===== src/sv/mfe_pkg.sv =====
// Package for the MAVLink v2 yaw-rate frame encoder.
// Holds the queue entry type, status codes, frame constants and the CRC step.
// No dependencies.
`timescale 1ns / 1ps

package mfe_pkg;

  // Result status codes
  localparam logic [2:0] STATUS_SENT     = 3'd0;
  localparam logic [2:0] STATUS_INVALID  = 3'd1;
  localparam logic [2:0] STATUS_NONFIN   = 3'd2;
  localparam logic [2:0] STATUS_VEL      = 3'd3;
  localparam logic [2:0] STATUS_YAW_OVER = 3'd4;

  // Configuration register indexes
  localparam logic [2:0] REG_SRC_SYS  = 3'd0;
  localparam logic [2:0] REG_SRC_COMP = 3'd1;
  localparam logic [2:0] REG_TGT_SYS  = 3'd2;
  localparam logic [2:0] REG_TGT_COMP = 3'd3;
  localparam logic [2:0] REG_YAW_LIM  = 3'd4;

  // Frame constants
  localparam logic [7:0]  STX_BYTE      = 8'hFD;
  localparam logic [7:0]  PAYLOAD_LEN   = 8'd53;
  localparam logic [7:0]  MSG_ID        = 8'd84;
  localparam logic [7:0]  MSG_SEED_BYTE = 8'd143;
  localparam logic [7:0]  COORD_FRAME   = 8'd8;
  localparam logic [15:0] TYPE_MASK     = 16'h0007 | 16'h0038 | 16'h01C0 | 16'h0400;
  localparam logic [15:0] CRC_INIT      = 16'hFFFF;

  // Word positions within the 17-word frame
  localparam int          FRAME_WORDS = 17;
  localparam logic [4:0]  WORD_HDR0   = 5'd0;
  localparam logic [4:0]  WORD_HDR1   = 5'd1;
  localparam logic [4:0]  WORD_YAW_LO = 5'd13;
  localparam logic [4:0]  WORD_YAW_HI = 5'd14;
  localparam logic [4:0]  WORD_TAIL   = 5'd15;
  localparam logic [4:0]  WORD_LAST   = 5'(FRAME_WORDS - 1);

  // Classified command held between front and back
  typedef struct packed {
    logic [2:0]  status;
    logic [31:0] yaw;
  } cmd_t;

  // Queue status seen by the top level
  typedef struct packed {
    logic full;
    logic empty;
  } q_stat_t;

  // CRC-16/MCRF4XX over one byte
  function automatic logic [15:0] crc_step(input logic [7:0] b, input logic [15:0] crc);
    logic [7:0] t;
    t = b ^ crc[7:0];
    t = t ^ {t[3:0], 4'b0000};
    return {8'h00, crc[15:8]} ^ {t, 8'h00} ^ {5'b00000, t, 3'b000} ^ {12'h000, t[7:4]};
  endfunction

endpackage


===== src/sv/mavlink2_yaw_rate_frame_encoder_unit.sv =====
// Path: an accepted input beat is written into the command queue, and the first
// result beat of its command is then held in the back-end output register.
// Throughput: a passing command yields 17 frame words, one frame word per cycle
// from the back-end word sequencer while the output is not stalled; a rejected
// one yields a single status beat. The front keeps accepting while the command
// queue has room. Reset: synchronous; clears queue, output valid and sequence
// byte, and loads ids to 1 and the yaw limit to 1.0.
`timescale 1ns / 1ps

module mavlink2_yaw_rate_frame_encoder_unit #(
  parameter int QUEUE_DEPTH = 4
) (
  input  logic         clk,
  input  logic         rst,
  // Command stream
  input  logic         s_tvalid,
  output logic         s_tready,
  input  logic [127:0] s_tdata,  // vel_x_bits, vel_y_bits, yaw_bits, confidence_bits
  input  logic [0:0]   s_tuser,  // cmd_valid
  // Frame stream
  output logic         m_tvalid,
  input  logic         m_tready,
  output logic [39:0]  m_tdata,  // frame_word, byte_count, zero pad
  output logic         m_tlast,  // last_word
  output logic [2:0]   m_tuser,  // status
  // Configuration port
  input  logic         psel,
  input  logic         penable,
  input  logic         pwrite,
  input  logic [4:0]   paddr,
  input  logic [31:0]  pwdata,
  output logic [31:0]  prdata,
  output logic         pready
);
  import mfe_pkg::*;

  logic [7:0]  source_system_id;
  logic [7:0]  source_component_id;
  logic [7:0]  target_system_id;
  logic [7:0]  target_component_id;
  logic [30:0] yaw_limit_bits;
  logic        cfg_wr;
  logic [2:0]  reg_idx;

  cmd_t        front_cmd;
  cmd_t        q_head;
  q_stat_t     q_stat;
  logic        q_push;
  logic        q_pop;
  logic [31:0] frame_word;
  logic [2:0]  byte_count;

  assign pready  = 1'b1;
  assign reg_idx = paddr[4:2];
  assign cfg_wr  = psel && penable && pwrite && pready;

  // Configuration registers
  always_ff @(posedge clk) begin
    if (rst) begin
      source_system_id    <= 8'd1;
      source_component_id <= 8'd1;
      target_system_id    <= 8'd1;
      target_component_id <= 8'd1;
      yaw_limit_bits      <= 31'h3F80_0000;
    end else if (cfg_wr) begin
      case (reg_idx)
        REG_SRC_SYS:  source_system_id    <= pwdata[7:0];
        REG_SRC_COMP: source_component_id <= pwdata[7:0];
        REG_TGT_SYS:  target_system_id    <= pwdata[7:0];
        REG_TGT_COMP: target_component_id <= pwdata[7:0];
        REG_YAW_LIM:  yaw_limit_bits      <= pwdata[30:0];
        default: ;
      endcase
    end
  end

  // Register readback
  always_comb begin
    case (reg_idx)
      REG_SRC_SYS:  prdata = {24'h0, source_system_id};
      REG_SRC_COMP: prdata = {24'h0, source_component_id};
      REG_TGT_SYS:  prdata = {24'h0, target_system_id};
      REG_TGT_COMP: prdata = {24'h0, target_component_id};
      REG_YAW_LIM:  prdata = {1'b0, yaw_limit_bits};
      default:      prdata = 32'h0;
    endcase
  end

  // Accept a beat whenever the queue has room
  assign s_tready = !q_stat.full;
  assign q_push   = s_tvalid && s_tready;

  mfe_front u_front (
    .cmd_valid       (s_tuser[0]),
    .vel_x_bits      (s_tdata[31:0]),
    .vel_y_bits      (s_tdata[63:32]),
    .yaw_bits        (s_tdata[95:64]),
    .confidence_bits (s_tdata[127:96]),
    .yaw_limit_bits  (yaw_limit_bits),
    .cmd             (front_cmd)
  );

  mfe_queue #(.DEPTH(QUEUE_DEPTH)) u_queue (
    .clk       (clk),
    .rst       (rst),
    .push      (q_push),
    .push_data (front_cmd),
    .pop       (q_pop),
    .head      (q_head),
    .stat      (q_stat)
  );

  mfe_back u_back (
    .clk                 (clk),
    .rst                 (rst),
    .q_valid             (!q_stat.empty),
    .head                (q_head),
    .pop                 (q_pop),
    .source_system_id    (source_system_id),
    .source_component_id (source_component_id),
    .target_system_id    (target_system_id),
    .target_component_id (target_component_id),
    .out_valid           (m_tvalid),
    .out_ready           (m_tready),
    .frame_word          (frame_word),
    .byte_count          (byte_count),
    .last_word           (m_tlast),
    .status              (m_tuser)
  );

  assign m_tdata = {5'b00000, byte_count, frame_word};

  // A beat carries no bytes exactly when it reports a rejection
  a_reject_empty: assert property (@(posedge clk) disable iff (rst)
    m_tvalid |-> ((byte_count == 3'd0) == (m_tuser != STATUS_SENT)))
    else $error("byte count disagrees with status");

  // The closing frame word holds one byte with zero upper bits
  a_last_word: assert property (@(posedge clk) disable iff (rst)
    (m_tvalid && m_tlast && m_tuser == STATUS_SENT) |->
      (byte_count == 3'd1 && frame_word[31:8] == 24'h0))
    else $error("malformed final frame word");

  // The back end never pops an empty queue
  a_pop_nonempty: assert property (@(posedge clk) disable iff (rst)
    q_pop |-> !q_stat.empty)
    else $error("pop from empty command queue");

endmodule


===== src/sv/mfe_front.sv =====
// Front end: accepts command beats and classifies them into a status.
// Depends on mfe_pkg.
`timescale 1ns / 1ps

module mfe_front (
  input  logic             cmd_valid,
  input  logic [31:0]      vel_x_bits,
  input  logic [31:0]      vel_y_bits,
  input  logic [31:0]      yaw_bits,
  input  logic [31:0]      confidence_bits,
  input  logic [30:0]      yaw_limit_bits,
  output mfe_pkg::cmd_t    cmd
);
  import mfe_pkg::*;

  logic nonfin;
  logic vel_nz;
  logic yaw_over;

  // Exponent all ones marks infinity or NaN
  assign nonfin = (&vel_x_bits[30:23]) | (&vel_y_bits[30:23]) |
                  (&yaw_bits[30:23]) | (&confidence_bits[30:23]);
  // Minus zero counts as zero: ignore the sign bit
  assign vel_nz   = (|vel_x_bits[30:0]) | (|vel_y_bits[30:0]);
  assign yaw_over = yaw_bits[30:0] > yaw_limit_bits;

  // First failing check sets status
  always_comb begin
    cmd.yaw = yaw_bits;
    if (!cmd_valid) begin
      cmd.status = STATUS_INVALID;
    end else if (nonfin) begin
      cmd.status = STATUS_NONFIN;
    end else if (vel_nz) begin
      cmd.status = STATUS_VEL;
    end else if (yaw_over) begin
      cmd.status = STATUS_YAW_OVER;
    end else begin
      cmd.status = STATUS_SENT;
    end
  end

endmodule


===== src/sv/mfe_queue.sv =====
// Short FIFO of classified commands between front and back.
// Depends on mfe_pkg.
`timescale 1ns / 1ps

module mfe_queue #(
  parameter int DEPTH = 4
) (
  input  logic              clk,
  input  logic              rst,
  input  logic              push,
  input  mfe_pkg::cmd_t     push_data,
  input  logic              pop,
  output mfe_pkg::cmd_t     head,
  output mfe_pkg::q_stat_t  stat
);
  import mfe_pkg::*;

  localparam int PW = (DEPTH > 1) ? $clog2(DEPTH) : 1;
  localparam int CW = $clog2(DEPTH + 1);
  localparam logic [PW-1:0] LAST_PTR = PW'(DEPTH - 1);
  localparam logic [CW-1:0] FULL_CNT = CW'(DEPTH);

  cmd_t          entries [DEPTH];
  logic [PW-1:0] wr_ptr;
  logic [PW-1:0] rd_ptr;
  logic [CW-1:0] count;
  logic          do_push;
  logic          do_pop;

  assign stat.full  = (count == FULL_CNT);
  assign stat.empty = (count == '0);
  assign do_push    = push && !stat.full;
  assign do_pop     = pop && !stat.empty;
  assign head       = entries[rd_ptr];

  // Store pushed entry
  always_ff @(posedge clk) begin
    if (do_push) begin
      entries[wr_ptr] <= push_data;
    end
  end

  // Advance pointers and fill count
  always_ff @(posedge clk) begin
    if (rst) begin
      wr_ptr <= '0;
      rd_ptr <= '0;
      count  <= '0;
    end else begin
      if (do_push) begin
        wr_ptr <= (wr_ptr == LAST_PTR) ? '0 : wr_ptr + 1'b1;
      end
      if (do_pop) begin
        rd_ptr <= (rd_ptr == LAST_PTR) ? '0 : rd_ptr + 1'b1;
      end
      if (do_push && !do_pop) begin
        count <= count + 1'b1;
      end else if (do_pop && !do_push) begin
        count <= count - 1'b1;
      end
    end
  end

endmodule


===== src/sv/mfe_back.sv =====
// Back end: turns queued commands into status beats or 17-word frames,
// running the CRC four bytes per word. Depends on mfe_pkg.
`timescale 1ns / 1ps

module mfe_back (
  input  logic            clk,
  input  logic            rst,
  input  logic            q_valid,
  input  mfe_pkg::cmd_t   head,
  output logic            pop,
  input  logic [7:0]      source_system_id,
  input  logic [7:0]      source_component_id,
  input  logic [7:0]      target_system_id,
  input  logic [7:0]      target_component_id,
  output logic            out_valid,
  input  logic            out_ready,
  output logic [31:0]     frame_word,
  output logic [2:0]      byte_count,
  output logic            last_word,
  output logic [2:0]      status
);
  import mfe_pkg::*;

  logic [4:0]  idx;
  logic [7:0]  seq_count;
  logic [15:0] crc;
  logic        advance;
  logic        is_frame;
  logic [31:0] word_pre;
  logic [15:0] crc_a;
  logic [15:0] crc_b;
  logic [15:0] crc_c;
  logic [15:0] crc_next;
  logic [31:0] word_out;

  assign advance  = q_valid && (!out_valid || out_ready);
  assign is_frame = (head.status == STATUS_SENT);
  assign pop      = advance && (!is_frame || idx == WORD_LAST);

  // Bytes of the current word; the tail word carries the message seed byte in
  // its top lane until the CRC low byte replaces it
  always_comb begin
    case (idx)
      WORD_HDR0:   word_pre = {8'h00, 8'h00, PAYLOAD_LEN, STX_BYTE};
      WORD_HDR1:   word_pre = {MSG_ID, source_component_id, source_system_id, seq_count};
      WORD_YAW_LO: word_pre = {head.yaw[15:0], 16'h0000};
      WORD_YAW_HI: word_pre = {TYPE_MASK[15:8], TYPE_MASK[7:0], head.yaw[31:16]};
      WORD_TAIL:   word_pre = {MSG_SEED_BYTE, COORD_FRAME, target_component_id,
                               target_system_id};
      WORD_LAST:   word_pre = {24'h000000, crc[15:8]};
      default:     word_pre = 32'h0000_0000;
    endcase
  end

  // Run the CRC over the word's bytes; skip the start byte on the first word
  always_comb begin
    crc_a    = (idx == WORD_HDR0) ? CRC_INIT : crc_step(word_pre[7:0], crc);
    crc_b    = crc_step(word_pre[15:8], crc_a);
    crc_c    = crc_step(word_pre[23:16], crc_b);
    crc_next = crc_step(word_pre[31:24], crc_c);
    word_out = (idx == WORD_TAIL) ? {crc_next[7:0], word_pre[23:0]} : word_pre;
  end

  // Hold output beat, step word index and sequence byte
  always_ff @(posedge clk) begin
    if (rst) begin
      out_valid <= 1'b0;
      idx       <= '0;
      seq_count <= '0;
    end else begin
      if (advance) begin
        out_valid <= 1'b1;
        if (is_frame) begin
          if (idx == WORD_LAST) begin
            idx       <= '0;
            seq_count <= seq_count + 1'b1;
          end else begin
            idx <= idx + 1'b1;
          end
        end
      end else if (out_ready) begin
        out_valid <= 1'b0;
      end
    end
  end

  // Payload registers
  always_ff @(posedge clk) begin
    if (advance) begin
      if (is_frame) begin
        crc        <= crc_next;
        frame_word <= word_out;
        byte_count <= (idx == WORD_LAST) ? 3'd1 : 3'd4;
        last_word  <= (idx == WORD_LAST);
        status     <= STATUS_SENT;
      end else begin
        frame_word <= 32'h0000_0000;
        byte_count <= 3'd0;
        last_word  <= 1'b1;
        status     <= head.status;
      end
    end
  end

endmodule

===== config.mk =====
export PLATFORM = sky130hd
export DESIGN_NAME = mavlink2_yaw_rate_frame_encoder_unit
export DESIGN_NICKNAME = d
export VERILOG_FILES = /design/src/sv/mfe_pkg.sv /design/src/sv/mavlink2_yaw_rate_frame_encoder_unit.sv /design/src/sv/mfe_front.sv /design/src/sv/mfe_queue.sv /design/src/sv/mfe_back.sv
export SDC_FILE = /design/constraint.sdc
export NUM_CORES = 1
export LEC_CHECK = 0
export BUFFER_PORTS_ARGS = -buffer_cell sky130_fd_sc_hd__buf_4
export CAP_MARGIN = 20
export CORE_MARGIN = 8
export CORE_UTILIZATION = 40
export DETAILED_ROUTE_END_ITERATION = 10
export HOLD_SLACK_MARGIN = 0.06
export PLACE_DENSITY_LB_ADDON = 0.05
export SYNTH_ARGS = -nofsm -noshare
export SYNTH_HDL_FRONTEND = slang
export SYNTH_SLANG_ARGS = --single-unit

===== constraint.sdc =====
create_clock -name clk -period 5.95 [get_ports clk]
set_clock_uncertainty 0.1 [all_clocks]
set_input_delay 1.4875 -clock clk [delete_from_list [all_inputs] [get_ports clk]]
set_output_delay 1.4875 -clock clk [all_outputs]
set_load 0.1 [all_outputs]

## Word level (Yosys, flattened, before mapping)

Memories as Yosys holds them, arrays and structs flattened. A register that Yosys moved wholly into a read port is not among the register bits.
Index checks and enable logic that the tools add are counted.

| storage, ports and cells | value |
|---|---|
| register bits after elaboration | 139 |
| bits of input ports | 173 |
| logic and storage cells | 116 |
| latch bits | 0 |
| bits in read-only memories | 0 |
| RAM bits | 140 |
| memories | 1 |

| operators by class | value |
|---|---|
| magnitude comparators | 1 |
| multiply operators | 0 |
| reductions and logical operators | 36 |
| divide/modulo/power cells | 0 |
| mux-type cells | 20 |
| $add $sub $neg | 6 |
| bitwise gates (word level) | 24 |
| shift-type cells | 0 |
| equal/unequal tests | 12 |

Memories:

| memory | depth | bits a word | read ports | clocked after Yosys merged registers in | wr ports | line | RTL |
|---|---|---|---|---|---|---|---|
| u_queue.entries | 4 | 35 | 1 | 1 | 1 | mfe_queue.sv:23 | `cmd_t entries [DEPTH];` |

Operator list:

| cell | count |
|---|---|
| case mux 32 bit (6 select lines) | 1 |
| case mux 31 bit (5 select lines) | 1 |
| XOR 16 x 11 -> 16 bit | 4 |
| XOR 16 x 4 -> 16 bit | 4 |
| XOR 8 x 16 -> 16 bit | 4 |
| XOR 8 bit | 8 |
| OR reduction 31 bit | 2 |
| two-way mux 32 bit | 1 |
| AND reduction 8 bit | 4 |
| > comparator 31 bit | 1 |
| two-way mux 3 bit | 7 |
| two-way mux 16 bit | 1 |
| equality test 5 x 4 -> 1 bit, second input constant | 3 |
| AND reduction 2 bit | 6 |
| logical AND 1 bit | 9 |
| zero test 3 bit | 3 |
| adder 8 x 1 -> 8 bit, second input constant | 1 |
| two-way mux 2 bit | 4 |
| equality test 3 x 2 -> 1 bit, second input constant | 2 |
| equality test 3 bit, second input constant | 2 |
| zero test 1 bit | 6 |
| adder 5 x 1 -> 5 bit, second input constant | 1 |
| equality test 5 x 1 -> 1 bit, second input constant | 1 |
| equality test 5 bit, second input constant | 1 |
| other kinds (12) | 22 |

## Longest topological paths before layout

Gate-level depths: netlist of run 1.

| depth | value |
|---|---|
| word-level depth | 24 |
| depth in mapped cells | 17 |
| depth with buffers taken out | 15 |

## Modules after synthesis

Synthesis of run 1 repeated with hierarchy kept, for this count alone.

| second synthesis, totals | value |
|---|---|
| cells, all modules | 1186 |
| area total of the unflattened synthesis | 14604.0 µm² |

By module, submodules not included:

| module | sequential area each (µm²) | area each (µm²) | times used | cells each |
|---|---|---|---|---|
| mfe_queue | 4384.2 | 5536.6 | 1 | 233 |
| mfe_back | 1901.8 | 4629.4 | 1 | 403 |
| mavlink2_yaw_rate_frame_encoder_unit | 1261.2 | 3181.8 | 1 | 369 |
| mfe_front | 0.0 | 1256.2 | 1 | 181 |

## Worst setup path before layout of run 1

Ideal clock, no wire load.

| timing path | value |
|---|---|
| kind | input -> output |
| start | input port paddr[3] |
| end | output port prdata[6] |
| cell stages on the path | 5 |
| data required time | 4.363 ns |
| buffers on the path | 2 |
| arrival time | 4.046 ns |
| path slack | 0.317 ns |
| cells stage by stage | clkbuf_1 > clkbuf_1 > mux4_2 > inv_1 > o22ai_1 |

| on the way | value |
|---|---|
| cells in the longest elaborated chain, start to end | 2 |
| elaborated cells between the ends (all ways) | 6 |
| classes of those cells | eq/ne: 4; mux: 1; reduce/logical: 1 |

RTL lines:

| item | line | RTL |
|---|---|---|
| start: declaration | mavlink2_yaw_rate_frame_encoder_unit.sv:30 | `input logic [4:0] paddr,` |
| equality test 3 bit, or another cell as far along | mavlink2_yaw_rate_frame_encoder_unit.sv:79 | `case (reg_idx)` |
| case mux 31 bit (5 select lines) * | mavlink2_yaw_rate_frame_encoder_unit.sv:79 |  |
| end: declaration | mavlink2_yaw_rate_frame_encoder_unit.sv:32 | `output logic [31:0] prdata,` |

Every way passes the cells marked *; elsewhere a longest branch is shown, timed or not.

## Final worst setup path of run 1

| timing path | value |
|---|---|
| start | register u_back.idx[4] |
| end | register u_back.frame_word[31], data pin |

| on the way | value |
|---|---|
| cells in the longest elaborated chain, start to end | 20 |
| elaborated cells between the ends (all ways) | 29 |
| classes of those cells | eq/ne: 5; mux: 3; bitwise: 20; reduce/logical: 1 |

RTL lines:

| item | line | RTL |
|---|---|---|
| start: declaration | mfe_back.sv:24 | `logic [4:0] idx;` |
| start signal: assignment | mfe_back.sv:78 | `idx <= idx + 1'b1;` |
| equality test 5 bit, or another cell as far along | mfe_back.sv:43 | `case (idx)` |
| case mux 32 bit (6 select lines) | mfe_back.sv:43 |  |
| XOR 8 bit | mfe_pkg.sv:55 | `t = b ^ crc[7:0];` |
| XOR 8 bit | mfe_pkg.sv:56 | `t = t ^ {t[3:0], 4'b0000};` |
| XOR 8 x 16 -> 16 bit / XOR 16 x 11 -> 16 bit (equally long branches) | mfe_pkg.sv:57 | `return {8'h00, crc[15:8]} ^ {t, 8'h00} ^ {5'b00000, t, 3'b000} ^ {12'h000, t[7:4]};` |
| XOR 16 x 11 -> 16 bit / XOR 16 x 4 -> 16 bit (equally long branches) | mfe_pkg.sv:57 |  |
| XOR 16 x 4 -> 16 bit / two-way mux 16 bit (equally long branches) | mfe_pkg.sv:57, mfe_back.sv:57 |  |
| two-way mux 16 bit / XOR 8 bit (equally long branches) | mfe_back.sv:57, mfe_pkg.sv:55 |  |
| [5 not listed] | -- |  |
| XOR 8 x 16 -> 16 bit / XOR 16 x 11 -> 16 bit (equally long branches) | mfe_pkg.sv:57 |  |
| XOR 16 x 11 -> 16 bit / XOR 16 x 4 -> 16 bit (equally long branches) | mfe_pkg.sv:57 |  |
| XOR 16 x 4 -> 16 bit / XOR 8 bit (equally long branches) | mfe_pkg.sv:57, mfe_pkg.sv:55 |  |
| XOR 8 x 16 -> 16 bit / XOR 8 bit (equally long branches) | mfe_pkg.sv:57, mfe_pkg.sv:56 |  |
| XOR 16 x 11 -> 16 bit * | mfe_pkg.sv:57 |  |
| XOR 16 x 4 -> 16 bit * | mfe_pkg.sv:57 |  |
| net u_back.crc_next[7] | mfe_back.sv:33 | `logic [15:0] crc_next;` |
| two-way mux 32 bit * | mfe_back.sv:61 | `word_out = (idx == WORD_TAIL) ? {crc_next[7:0], word_pre[23:0]} : word_pre;` |
| end signal: assignment | mfe_back.sv:92 | `frame_word <= word_out;` |
| end: declaration | mfe_back.sv:17 | `output logic [31:0] frame_word,` |

The timed path passes the listed nets; every way through them passes the cells marked *.
A chain may end at the register's enable or synchronous reset.

==> flow_metrics.py, run 1 <==
metrics = {
    "cells_and_area": {
        "finalNonFillerCells": 1758,
        "n_antenna_cell": 0,
        "drive_gt1_share_pct": 27.25,
        "nets": 1503,
        "layout-area-overhead-vs-synth_pct": 22.30,
    },
    "cts": {
        "clock_path_buffers": 3,
        "ctsHtreeMaxLevel": 1,
        "cts_tree": "built",
        "cts.sinks": 280,
        "cts_hold_buffers": 0,
        "numCtsBuffers": 30,
        "cts_setup_buffers": 0,
        "cts_root_buffer": "clkbuf_16",
        "clk_latency_ns": 0.56,
        "cts_resized": 0,
        "cts.clk_slew.worst_paths_ns": 0.06,
    },
    "synth": {
        "yosysWarnings": 0,
        "syn_inst": 1075,
        "synth-edff-count": 194,
        "synth_top_area_cell": "edfxtp_1",
        "ys_seq_area_share_pct": 55.08,
        "synth_top_family_by_area": "simple AND/OR/NAND/NOR gates",
        "synth.distinct_cells": 72,
        "syn-cell-area_mm2": 0.01370,
        "synth_compound_area_share_pct": 7.012,
        "ys.flop_type": "edfxtp_1",
        "synthXorXnorAreaFrac_pct": 9.560,
        "synth-adder-area-share_pct": 4.072,
        "synthTopCellsByArea": "edfxtp_1, dfxtp_1, mux4_2, ha_1, nor2_1",
        "synth_seq_cells": 280,
        "synthArstFlopShare_pct": 0,
        "synth_simple_gate_area_share_pct": 11.02,
        "avgSynthCellArea_um2": 12.75,
        "synth_top_area_share_pct": 42.51,
        "synth.area.mux_share_pct": 9.423,
    },
    "critical_path": {
        "crit_slowest_cell": "dfxtp_1",
        "critPathLaunchType": "flip-flop",
        "critPathRequiredTime_ns": 6.16,
        "crit_path_end_kind": "flip-flop",
        "crit_arrival_ns": 5.06,
        "path_buf_inv": 1,
        "critPathMaxFanout": 10,
        "crit_family": "XOR/XNOR gates",
        "crit_path_cell_trace": "inv_1, ha_1, a221o_1, a221o_1, xor2_1, xnor3_1, nand2_1, xor3_1, xnor3_2, xnor2_4, xnor2_4, xor2_2, xor2_1, o21a_1",
        "worstSetupPathType": "reg2reg",
        "max_stage_delay_ns": 0.61,
    },
    "outcome": {
        "status": "finished, final reports clean",
    },
    "drt": {
        "wl_met1_mm": 16.22,
        "wl_met2_mm": 18.64,
        "drc_errors": 0,
        "drt-initial-drc-count": 471,
        "vias": 9058,
        "wl_mm": 38.46,
        "highest_layer": "met5",
        "via_per_inst": 5.152,
        "antenna_left": 0,
        "drt_first_pass_iters": 5,
        "wl_per_cell_um": 21.88,
        "wl_met3_mm": 2.646,
    },
    "timing": {
        "finalCriticalPeriod_ns": 4.850,
        "relSlewSlack_pct": 31.49,
        "setup_viol": 0,
        "timing_hold_violations_final": 0,
        "fmax_mhz": 206.2,
        "finalMaxSlewViolations": 0,
        "finalSetupTns_ns": 0,
        "worstMarginPinSlew_ns": 1.024,
        "rsz0062_at_grt": "false",
        "min_period_over_period_pct": 81.51,
    },
    "die": {
        "dieArea_mm2": 0.04044,
        "core_area_mm2": 0.03362,
        "die_h_um": 201.1,
        "start_util_pct": 40.76,
        "ioPinCount": 252,
        "num_rows": 67,
        "die_x_um": 201.1,
    },
    "global_routing": {
        "grt_pass1_vias": 9619,
        "grtUsageTotal_pct": 18.73,
        "antenna_found_initial": 1,
        "grt_max_degree": 85,
        "overflow": 0,
        "grt_pass1_wl_mm": 58.92,
    },
    "pwr": {
        "p_per_area_mw_per_mm2": 458.4,
        "vdd_drop_max_mv": 0.3404,
        "p_leak_nw": 6.362,
        "power.total_w": 0.007682,
    },
    "place": {
        "dpl.cell_count": 1702,
        "place_congestion": 0.8461,
        "numPortBuffers": 214,
        "hpwl_mm": 29.05,
    },
    "worst_hold_path": {
        "hold_class": "reg2reg",
    },
    "run": {
        "max_cap_violations": 0,
    },
}
[layout by cell type (no fill, tap or decap), types with 19 or more instances in the layout]
cell	synthesis	final
edfxtp_1	194	194
buf_4	13	233
mux4_2	34	34
inv_1	48	48
nor4_1	19	19
a21oi_1	59	59
mux2i_1	45	45
nor2_1	136	135
dfxtp_1	86	85
xnor2_1	44	44
clkbuf_16	0	30
nand2_1	78	78
ha_1	43	43
xor2_1	28	28
nand4_1	24	24
[flip-flops by register name (all words and copies together), names as in the netlist, named ones only]
| name | cells |
|---|---|
| u_back.last_word | 1 |
| source_component_id | 8 |
| u_back.frame_word | 32 |
| u_queue.wr_ptr | 2 |
| u_queue.entries | 140 |
| u_back.status | 3 |
| target_system_id | 8 |
| u_back.seq_count | 8 |
| u_back.idx | 5 |
| u_back.out_valid | 1 |
| u_queue.count | 3 |
| u_back.byte_count | 2 |
| source_system_id | 8 |
| target_component_id | 8 |
| u_queue.rd_ptr | 2 |
| u_back.crc | 16 |
| yaw_limit_bits | 31 |
[tightest hold or removal path, cell delays in order, from the launching register on]
cell	delay, ns
dfxtp_1	0.31
nand2_1	0.05
a21oi_1	0.05
[worst paths after layout]
| check | from | end | slack, ns | cells after the start |
|---|---|---|---|---|
| worst max-delay path | u_back.idx[4] | u_back.frame_word[31] | 1.10 | 14 |
| worst min-delay path | yaw_limit_bits[22] | yaw_limit_bits[22] | 0.35 | 2 |
| worst max register to register | u_back.idx[4] | u_back.frame_word[31] | 1.10 | 14 |
| worst min register to register | yaw_limit_bits[22] | yaw_limit_bits[22] | 0.35 | 2 |
[layer usage]
metal	up-vias	GRT usage, %
met5	-	0
met4	2	5.046
met3	53	4.691
met2	315	32.09
met1	4365	23.26
li1	4323	-
[report_power, final]
group | internal [W] | switching, W
logic | 0.00106 | 0.00204
clock network | 0.00119 | 0.000782
registers | 0.00249 | 0.000123
[cells in the mapped netlist (24+ instances only)]
cell type  count
clkbuf_1      34
mux2i_1       45
xnor2_1       44
edfxtp_1     194
inv_1         48
ha_1          43
nand4_1       24
nor2_1       136
mux4_2        34
a21oi_1       59
xor2_1        28
dfxtp_1       86
nand2_1       78
[through the flow]
step | hold WS (ns) | cell area, µm² | utilization (%) | setup WS, ns
finish | 0.3522 | 16760 | 49.85 | 1.100
global placement | 0.3416 | 15710 | 46.72 | 1.092
CTS | 0.3550 | 16760 | 49.85 | 1.045
floorplan | 0.3363 | 13730 | - | 0.3166
global route | 0.3704 | 16760 | 49.85 | 0.8046
detailed placement | 0.3463 | 15710 | 46.73 | 1.042
[logic make-up (layout without fill, tap and decap cells)]
logic type,after synthesis,count (layout)
flops,280,280
fa+ha+maj,44,44
mux,82,82
simple gates,313,313
buf+inv,110,339
compound gates,139,139
xor+xnor,105,105
other cells,2,8
[final cells by class]
cell class / count / area (µm²)
Multi-Input combinational cell: 691 / 5663
Clock inverter: 24 / 291.5
Sequential cell: 280 / 7548
Inverter: 49 / 183.9
Clock buffer: 32 / 758.2
Tap cell: 448 / 560.5
Fill cell: 3066 / 16860
Timing Repair Buffer: 234 / 1753
Power figures use the tool's default switching activity.
==> run 2, diff against run 1 <==
==> constraint.sdc (replaced) <==
create_clock -name clk -period 4.9 [get_ports clk]
set_clock_uncertainty 0.1 [all_clocks]
set_input_delay 1.225 -clock clk [delete_from_list [all_inputs] [get_ports clk]]
set_output_delay 1.225 -clock clk [all_outputs]
set_load 0.1 [all_outputs]
==> run 2 against run 1 <==
Net effect: final cell count increased by 1.4%; sequential power increased by 21%; non-clock buffer count increased by 19; first-iteration DRC count increased by 12%; routed wire length about the same; global-route usage decreased by 0.11 points; count of clock-buffer cells in the layout increased by 13; die area unchanged; core utilization increased by 0.86 points; register-to-register slack got worse by 0.81 ns; critical path type unchanged; largest cell class unchanged; highest routed layer is now met4.
==> flow_metrics.py, run 2 (synthesis results as in run 1) <==
metrics = {
    "timing": {
        "finalMaxSlewViolations": 0,
        "timing_hold_violations_final": 0,
        "finalSetupTns_ns": 0,
        "setup_viol": 0,
        "rsz0062_at_grt": "false",
        "hold-worst-slack_ns": 0.3528,
        "fin_ws_ns": 0.2934,
        "relSlewSlack_pct": 32.85,
        "worstMarginPinSlew_ns": 1.003,
        "fmax_mhz": 217.1,
        "min_period_over_period_pct": 94.01,
        "finalCriticalPeriod_ns": 4.607,
    },
    "cells_and_area": {
        "final_cell_mix": "buf_4, edfxtp_1, nor2_1, dfxtp_1, nand2_1",
        "drive_gt1_share_pct": 28.64,
        "reg.largest.list": "u_queue.entries x140, u_back.frame_word x32, yaw_limit_bits x31",
        "regMostFlops": "u_queue.entries",
        "final_common_cell": "buf_4",
        "layout-area-overhead-vs-synth_pct": 24.41,
        "largest_reg_flops": 140,
        "n_antenna_cell": 0,
        "nets": 1526,
        "fill_cells": 3031,
    },
    "place": {
        "place_congestion": 0.8236,
        "pre_cts_ws_ns": 0.2214,
        "numPortBuffers": 214,
        "hpwl_mm": 28.96,
    },
    "drt": {
        "drc_errors": 0,
        "drt_first_pass_iters": 5,
        "vias": 9052,
        "drt-initial-drc-count": 529,
        "wl_mm": 38.50,
        "antenna_left": 0,
        "wl_per_cell_um": 21.60,
        "via_per_inst": 5.080,
    },
    "critical_path": {
        "critPathRequiredTime_ns": 5.05,
        "crit_path_end_kind": "flip-flop",
        "crit_arrival_ns": 4.76,
        "worstSetupPathType": "reg2reg",
        "critPathMaxFanout": 8,
        "crit_path_cell_trace": "ha_1, and3_1, ha_1, buf_4, a221o_1, a221o_1, xor2_1, buf_4, xnor3_1, nand2_1, xor2_1, xnor2_4, xnor2_1, xnor2_2, xnor2_2, xnor2_1, o21a_1",
        "max_stage_delay_ns": 0.37,
        "critPathLaunchType": "flip-flop",
        "crit_slowest_cell": "xor2_1",
    },
    "worst_hold_path": {
        "hold_class": "reg2reg",
    },
    "cts": {
        "cts_setup_buffers": 0,
        "ctsHtreeMaxLevel": 2,
        "cts_root_buffer": "clkbuf_16",
        "cts_resized": 0,
        "clock_path_buffers": 3,
        "cts_hold_buffers": 0,
        "cts.sinks": 280,
        "clk_latency_ns": 0.51,
        "cts.clk_slew.worst_paths_ns": 0.05,
        "numCtsBuffers": 34,
        "cts_tree": "built",
    },
    "die": {
        "start_util_pct": 40.76,
        "ioPinCount": 252,
        "core_area_mm2": 0.03362,
        "num_rows": 67,
        "die_h_um": 201.1,
        "dieArea_mm2": 0.04044,
        "die_x_um": 201.1,
    },
    "outcome": {
        "status": "finished, final reports clean",
    },
    "global_routing": {
        "grtUsageTotal_pct": 18.62,
        "grt_pass1_vias": 9717,
        "overflow": 0,
        "grt_max_degree": 85,
        "antenna_found_initial": 0,
        "grt_pass1_wl_mm": 58.33,
    },
    "run": {
        "max_cap_violations": 0,
    },
    "pwr": {
        "vdd_drop_max_mv": 0.4417,
        "p_per_area_mw_per_mm2": 556.3,
        "p_leak_nw": 6.509,
    },
}
[run 2: metal layers]
| metal | wire, µm | vias up | global-route usage [%] | share of wire (%) |
|---|---|---|---|---|
| li1 | - | 4384 | - | - |
| met1 | 16680 | 4321 | 23.15 | 43 |
| met2 | 18740 | 296 | 32.20 | 49 |
| met3 | 2317 | 51 | 4.434 | 6.0 |
| met4 | 764 | 0 | 4.652 | 2.0 |
| met5 | 0 | - | 0 | 0 |
[run 2: stage by stage]
step | power (W) | util (%) | std cells | instance area (µm²)
floorplan | 0.006136 | - | 1081 | 13780
global placement | 0.007062 | 47.35 | 1721 | 15920
detailed placement | 0.007087 | 47.35 | 1721 | 15920
CTS | 0.009602 | 50.68 | 1782 | 17040
global route | 0.009881 | 50.71 | 1782 | 17050
finish | 0.009484 | 50.71 | 1782 | 17050
[run 2: layout make-up]
class	instances	area [µm²]	share of cell area, %
clock buffer	45	913.4	5.358
clock inverter	16	203.9	1.196
timing repair buffer	253	1912	11.21
tap	448	560.5	3.288
sequential	280	7548	44.28
multi-input combinational	691	5725	33.59
inverter	49	183.9	1.079
[run 2: power by group]
group / total (W) / internal, W / switching, W / leakage (nW)
sequential: 0.00317 / 0.00302 / 0.000148 / 2.51
clock: 0.00249 / 0.00153 / 0.000959 / 0.537
combinational: 0.00382 / 0.00133 / 0.00249 / 3.47
[run 2: critical path, delay by kind of cell (launching register included)]
kind,cells,cell delay (ns)
fa+ha+maj,2,0.50
compound gates,3,0.91
simple gates,2,0.28
flops,1,0.36
xor+xnor,8,1.85
buf+inv,2,0.35
[run 2: path summary, 6_finish.rpt]
| kind | start | endpoint | slack [ns] | cells past startpoint |
|---|---|---|---|---|
| worst max register to register | u_back.idx[0] | u_back.frame_word[26] | 0.29 | 17 |
| worst max-delay path | u_back.idx[0] | u_back.frame_word[26] | 0.29 | 17 |
| worst min-delay path | yaw_limit_bits[18] | yaw_limit_bits[18] | 0.35 | 2 |
| worst min register to register | yaw_limit_bits[18] | yaw_limit_bits[18] | 0.35 | 2 |
